## src/design/xlp_pkg.sv

```systemverilog
// shared constants and types for the xor line predictor
package xlp_pkg;

    // line buffer depth and per-line byte limit
    localparam int XLP_MAX_LINE_BYTES = 1024;

    // register field widths
    localparam int MODE_W   = 2;
    localparam int WIDTH_W  = 14;
    localparam int HEIGHT_W = 16;
    localparam int BYTE_W   = 8;

    // bytes-per-line arithmetic width (holds up to 16383)
    localparam int LB_W = 14;

    // configuration bus
    localparam int PADDR_W = 4;
    localparam int PDATA_W = 32;

    // register indexes (paddr[3:2])
    localparam logic [1:0] REG_MODE      = 2'd0;
    localparam logic [1:0] REG_DIRECTION = 2'd1;
    localparam logic [1:0] REG_WIDTH     = 2'd2;
    localparam logic [1:0] REG_HEIGHT    = 2'd3;

    // prediction modes
    localparam logic [MODE_W-1:0] MODE_NONE = 2'd0;
    localparam logic [MODE_W-1:0] MODE_LEFT = 2'd1;
    localparam logic [MODE_W-1:0] MODE_UP   = 2'd2;

    // directions
    localparam logic DIR_FWD = 1'b0;
    localparam logic DIR_INV = 1'b1;

    // register reset values
    localparam logic [WIDTH_W-1:0]  WIDTH_RST  = 14'd8192;
    localparam logic [HEIGHT_W-1:0] HEIGHT_RST = 16'd1;

    // frame position flags for one word
    typedef struct packed {
        logic first_col;
        logic first_row;
        logic eol;
        logic eof;
    } xlp_pos_t;

endpackage

```

## src/design/xlp_position.sv

```systemverilog
// column and row counters with end of line and end of frame flags
module xlp_position
    import xlp_pkg::*;
#(
    parameter int MAX_LINE_BYTES = XLP_MAX_LINE_BYTES,
    parameter int COL_W = (MAX_LINE_BYTES > 1) ? $clog2(MAX_LINE_BYTES) : 1
)(
    input  logic                clk,
    input  logic                rst_n,
    input  logic                step,
    input  logic [WIDTH_W-1:0]  frame_width_pixels,
    input  logic [HEIGHT_W-1:0] frame_height_lines,
    output logic [COL_W-1:0]    col,
    output xlp_pos_t            pos
);

    localparam logic [LB_W-1:0] MAX_LB = LB_W'(MAX_LINE_BYTES);

    logic [COL_W-1:0]    col_reg, col_next;
    logic [HEIGHT_W-1:0] row_reg, row_next;
    logic [WIDTH_W:0]    width_sum;
    logic [LB_W-1:0]     raw_bytes;
    logic [LB_W-1:0]     line_bytes;
    logic [HEIGHT_W:0]   height;
    logic [LB_W-1:0]     col_plus;
    logic [HEIGHT_W:0]   row_plus;
    logic                eol;
    logic                eof;

    // bytes per line: ceil(width / 8), at least one, at most the buffer
    always_comb
    begin
        width_sum = {1'b0, frame_width_pixels} + (WIDTH_W+1)'(7);
        raw_bytes = LB_W'(width_sum[WIDTH_W:3]);
        if (raw_bytes == '0)
        begin
            line_bytes = LB_W'(1);
        end
        else if (raw_bytes > MAX_LB)
        begin
            line_bytes = MAX_LB;
        end
        else
        begin
            line_bytes = raw_bytes;
        end
        height = (frame_height_lines == '0) ? (HEIGHT_W+1)'(1)
                                            : {1'b0, frame_height_lines};
    end

    // end flags and next counts
    always_comb
    begin
        col_plus = LB_W'(col_reg) + LB_W'(1);
        row_plus = {1'b0, row_reg} + (HEIGHT_W+1)'(1);
        eol      = (col_plus >= line_bytes);
        eof      = eol && (row_plus >= height);
        if (eol)
        begin
            col_next = '0;
            row_next = eof ? '0 : row_plus[HEIGHT_W-1:0];
        end
        else
        begin
            col_next = COL_W'(col_plus);
            row_next = row_reg;
        end
    end

    // counters advance on each accepted word
    always_ff @(posedge clk or negedge rst_n)
    begin
        if (!rst_n)
        begin
            col_reg <= '0;
            row_reg <= '0;
        end
        else if (step)
        begin
            col_reg <= col_next;
            row_reg <= row_next;
        end
    end

    assign col           = col_reg;
    assign pos.first_col = (col_reg == '0);
    assign pos.first_row = (row_reg == '0);
    assign pos.eol       = eol;
    assign pos.eof       = eof;

endmodule

```

## config.mk

```make
export PLATFORM = sky130hd
export DESIGN_NAME = xlp_position
export DESIGN_NICKNAME = d
export VERILOG_FILES = /design/src/design/xlp_pkg.sv /design/src/design/xlp_position.sv
export SDC_FILE = /design/constraint.sdc
export NUM_CORES = 1
export LEC_CHECK = 0
export ABC_CLOCK_PERIOD_IN_PS = 5700
export BUFFER_PORTS_ARGS = -buffer_cell sky130_fd_sc_hd__buf_4
export CORE_ASPECT_RATIO = 1.2
export CORE_MARGIN = 4
export CORE_UTILIZATION = 45
export DETAILED_ROUTE_END_ITERATION = 10
export GPL_ROUTABILITY_DRIVEN = 0
export HOLD_SLACK_MARGIN = 0.1
export PLACE_DENSITY = 0.65
export SYNTH_ARGS = -nofsm -noshare
export SYNTH_HDL_FRONTEND = slang
export SYNTH_SLANG_ARGS = --single-unit
export TNS_END_PERCENT = 100
```

## constraint.sdc

```tcl
create_clock -name clk -period 5.7 [get_ports clk]
set_input_delay 0.285 -clock clk [delete_from_list [all_inputs] [get_ports clk]]
set_output_delay 0.285 -clock clk [all_outputs]
set_load 0.005 [all_outputs]
```

Yosys cells after proc, flatten, opt, wreduce, memory -nomap -nowiden. Cells that the tools add are included.

Bits in registers: 26. Logic and storage cells: 19.

Add/sub/neg operators: 3. $lt $le $gt $ge: 3. Mux-type cells: 5. Reduce and logical (&&, ||, !) cells: 6.

Operators by type and width (number): 16-bit logical NOT (2); 16-bit 2-to-1 mux (2); 16-bit by 1-bit adder with 17-bit output (second input constant) (1); 17-bit by 16-bit >= comparator with 1-bit output (1); 14-bit by 3-bit adder with 15-bit output (second input constant) (1); 11-bit by 14-bit >= comparator with 1-bit output (1); 14-bit 2-to-1 mux (1); 12-bit by 11-bit > comparator with 1-bit output (second input constant) (1); 12-bit logical NOT (1); 12-bit 2-to-1 mux (1); 10-bit by 1-bit adder with 11-bit output (second input constant) (1); 10-bit logical NOT (1); 10-bit 2-to-1 mux (1); 2-bit AND reduction (1); 1-bit logical AND (1).

Depth between registers and ports, before layout.
Depth in word-level cells: 7. Mapped depth: 14.

Worst setup path before layout. OpenSTA, ideal clock, no wires.

Path type: register to register. Start point: register row_reg[0]. End point: register row_reg[6]. Setup time: 0.096 ns. Data arrival time: 3.043 ns. Required time: 5.604 ns. Slack: 2.561 ns. Stages on the path, launching flop included: 13. Path buffers: 0. Clock period less this slack: 3.139 ns. Path through: dfrtp_1 ha_1 nand3_2 nor3_1 nand3_1 xnor2_1 ha_1 a211oi_1 o21ai_1 a221oi_2 o41ai_2 or3_1 o31ai_1.

Cells in the longest elaborated chain, start to end: 4.

RTL lines: start, declared (RTL line xlp_position.sv:20) `logic [HEIGHT_W-1:0] row_reg, row_next;`; start signal, assigned (RTL line xlp_position.sv:81) `row_reg <= row_next;`; 16-bit by 1-bit adder with 17-bit output (*) (RTL line xlp_position.sv:55) `row_plus = {1'b0, row_reg} + (HEIGHT_W+1)'(1);`; 17-bit by 16-bit >= comparator with 1-bit output (RTL line xlp_position.sv:57) `eof = eol && (row_plus >= height);`; 1-bit logical AND (RTL line xlp_position.sv:57); 16-bit 2-to-1 mux (*) (RTL line xlp_position.sv:61) `row_next = eof ? '0 : row_plus[HEIGHT_W-1:0];`.

Every way passes the cells marked *; elsewhere a longest branch is shown, timed or not. A chain may end at the register's enable or synchronous reset.

Worst setup path after layout.
Start point: register col_reg[0] (netlist: col[0]). End point: register row_reg[9].

Cells in the longest elaborated chain, start to end: 4. Elaborated cells on any way between the ends: 5. Classes of those cells: add/sub (1); order compare (1); mux (1); reduce/logical (2).

RTL lines: start, declared (RTL line xlp_position.sv:19) `logic [COL_W-1:0] col_reg, col_next;`; start signal, assigned (RTL line xlp_position.sv:80) `col_reg <= col_next;`; 10-bit by 1-bit adder with 11-bit output (*) (RTL line xlp_position.sv:54) `col_plus = LB_W'(col_reg) + LB_W'(1);`; 11-bit by 14-bit >= comparator with 1-bit output (*) (RTL line xlp_position.sv:56) `eol = (col_plus >= line_bytes);`; 1-bit logical AND (RTL line xlp_position.sv:57); 16-bit 2-to-1 mux (RTL line xlp_position.sv:61).

Marked as above.

==> flow_summary.toml <==
[critical_path]
worstSetupEndpointType = "flop"
crit_path_start_kind = "flop"
worst-path-max-fanout = 14
worst-setup-path-type = "flop to flop"
cp.arrival_ns = 4.35
crit_required_ns = 5.91

[drt]
total_routed_length_um = 5898
detail_route.first_pass.iterations = 4
remaining_drc_errors = 0
vias_per_cell = 5.803
detail_route.iter0.violations = 76
route.detailed.wl_per_inst_um = 14.89
vias_after_detailed_routing = 2298
ant_nets = 0

[outcome]
status = "finished clean"

[sta]
number_of_slew_limit_violations_in_the_final_report = 0
max_slew_margin = 0.1852
finalSetupViolations = 0
max_clock_freq_ghz = 0.2417
final.min_clock_period_ns = 4.137
hold_viol = 0
max_slew.worst_pin.slew_ns = 1.222
final.period_utilization = 0.7258
timing.setup.tns_ns = 0
finalClockSkew_ns = 0.008802
grt_setup_unrepaired = "no"

[power]
total_leakage_power_nw = 1.546
power_density_over_the_cells_nw_per_um2 = 289.7
vdd.ir_drop.worst_mv = 0.1407

[global_routing]
global_route_met2_usage = 0.3350
grt_busiest_layer = "met2"
grt_use_met3 = 0.02800
groute.layer.met1.usage = 0.2156
first_global_vias = 2295
grt_first_pass_wirelength_um = 10420
grt_start_max_net_pins = 27
antenna_violations_before_repair = 0
global_route_usage_sum = 0.1811
grt_ovf = 0

[finish]
final_cell_mix = "sky130_fd_sc_hd__buf_4, sky130_fd_sc_hd__ha_1, sky130_fd_sc_hd__dfrtp_1"
final_cell_count_no_fill = 396
layout_commonest_cell = "sky130_fd_sc_hd__buf_4"
drive_above_1_share = 0.1796
num_antenna_cells = 0
finish.net_count = 399
largest_register_ff_count = 16
syn_to_final_growth_pct = 18.05

[logic_synthesis]
synth-warning-count = 0
synthCells = 292
post_synth_num_cell_types = 45
synth_sequential_area_ratio = 0.2572
syn_area_per_cell_sq_um = 8.664
syn-num-nets = 356
register_bit_count_reported_by_yosys = 26
synthesis.area_sq_um = 2530

[die]
initial_core_util = 0.4711
die_height_um = 90.14
pin_count = 47
dieArea_sq_um = 6890
floorplan.rows = 29
die_w_um = 76.45
fp.coreArea_sq_um = 5370

[placement]
dp_hpwl_um = 4776
placed_cells = 391
numPortBuffers = 46

[cts]
ctsLongestPathBuffers = 2
cts.clk_slew.worst_paths_ns = 0.10
h_tree_levels = 1
post_cts.repair.setup_buffers = 0
clock_tree_from_tritoncts = "yes"
clock-root-buffer = "sky130_fd_sc_hd__clkbuf_8"
cts-buffers-inserted = 3
clock_insertion_delay_worst_skew_ns = 0.27
cts_sinks = 26

[flow_run]
max_cap_viol_count = 0

[worst_hold_path]
hold_path.class = "input port to flop"
-- critical path: stages (launching register included) --
cell,delay (ns)
sky130_fd_sc_hd__dfrtp_1,0.47
sky130_fd_sc_hd__ha_1,0.29
sky130_fd_sc_hd__and3_1,0.20
sky130_fd_sc_hd__and3_1,0.23
sky130_fd_sc_hd__and3_1,0.24
sky130_fd_sc_hd__and3_1,0.20
sky130_fd_sc_hd__ha_1,0.34
sky130_fd_sc_hd__nand3_1,0.11
sky130_fd_sc_hd__o31ai_1,0.49
sky130_fd_sc_hd__a21oi_1,0.48
sky130_fd_sc_hd__nor3_2,0.77
sky130_fd_sc_hd__a22o_1,0.25
-- power breakdown --
| part | switching (W) | internal [W] | leakage [nW] | total (W) |
|---|---|---|---|---|
| clock | 0.0000622 | 0.0000940 | 0.0357 | 0.000156 |
| combinational | 0.000217 | 0.000204 | 1.17 | 0.000421 |
| sequential | 0.0000658 | 0.000223 | 0.343 | 0.000288 |
-- final timing paths --
| path | from | to | slack, ns | cells past startpoint |
|---|---|---|---|---|
| max | col[0] | row_reg[9] | 1.56 | 11 |
| min | step | col[0] | 0.31 | 2 |
| max reg2reg | col[0] | row_reg[9] | 1.56 | 11 |
| min reg2reg | row_reg[1] | row_reg[1] | 0.61 | 1 |
| max in group asynchronous | rst_n | row_reg[10] | 4.99 | 2 |
| min in group asynchronous | rst_n | col[2] | 0.45 | 2 |
-- synthesized netlist by cell type, drive strengths merged --
cell type / instances / area share
o31a: 1 / 0.0035
mux2i: 1 / 0.0040
o21a: 2 / 0.0059
inv: 24 / 0.036
dfrtp: 26 / 0.26
nor2b: 4 / 0.0099
a2bb2oi: 2 / 0.0069
o2bb2ai: 5 / 0.017
nand2: 23 / 0.034
a31oi: 2 / 0.0049
a31o: 2 / 0.0069
clkbuf: 4 / 0.0059
and2: 2 / 0.0049
nand3: 15 / 0.032
o22ai: 2 / 0.0049
nor4b: 2 / 0.0069
nor3: 5 / 0.012
a221oi: 2 / 0.012
a21oi: 9 / 0.018
a21o: 4 / 0.012
a41o: 1 / 0.0040
and4bb: 1 / 0.0049
o31ai: 4 / 0.012
ha: 31 / 0.15
and4: 1 / 0.0035
a22o: 13 / 0.045
and3: 11 / 0.027
buf: 5 / 0.013
nand4: 8 / 0.020
nor4: 9 / 0.028
xor2: 15 / 0.052
or3: 3 / 0.0074
o41ai: 1 / 0.0064
a211oi: 2 / 0.0059
o21ai: 14 / 0.028
xnor2: 18 / 0.062
nor2: 11 / 0.016
nand2b: 7 / 0.017
-- kinds of logic after synthesis --
logic type      share of synthesized area
compound gates                     0.1929
xor+xnor                           0.1142
fa+ha+maj                          0.1533
buf+inv                           0.05440
flops                              0.2572
mux                              0.003957
simple gates                       0.2240
-- repair_timing --
item	4_1_cts	5_1_grt
hold endpoints to repair	26	0
hold buffers	1	0
resized for setup	0	0
-- per-layer routing --
metal / vias up / part of all wire
met5: - / 0
li1: 1151 / -
met3: 6 / 0.040
met1: 1086 / 0.44
met2: 55 / 0.51
met4: 0 / 0.013
-- cell type report --
class                      instances  area (sq um)
clock buffer                       3         41.29
multi-input combinational        233          1742
timing repair buffer              47         355.3
fill                             508          2384
clock inverter                     1         30.03
sequential                        26         650.6
inverter                          24         90.09
tap                               62         77.57
-- stage by stage --
step                cell area, sq um    util  worst slack [ns]  total power, W  hold WS (ns)
finish                          2987  0.5562             1.563       0.0008653        0.3136
global route                    2987  0.5562             1.288       0.0009501        0.3266
CTS                             2987  0.5562             1.608       0.0008779        0.3099
detailed placement              2905  0.5410             1.641       0.0007186        0.2177
global placement                2905  0.5410             1.652       0.0007064        0.2195
floorplan                       2530       -             2.561       0.0005569      -0.01059
Note: power is estimated with default switching activity, not from simulation.
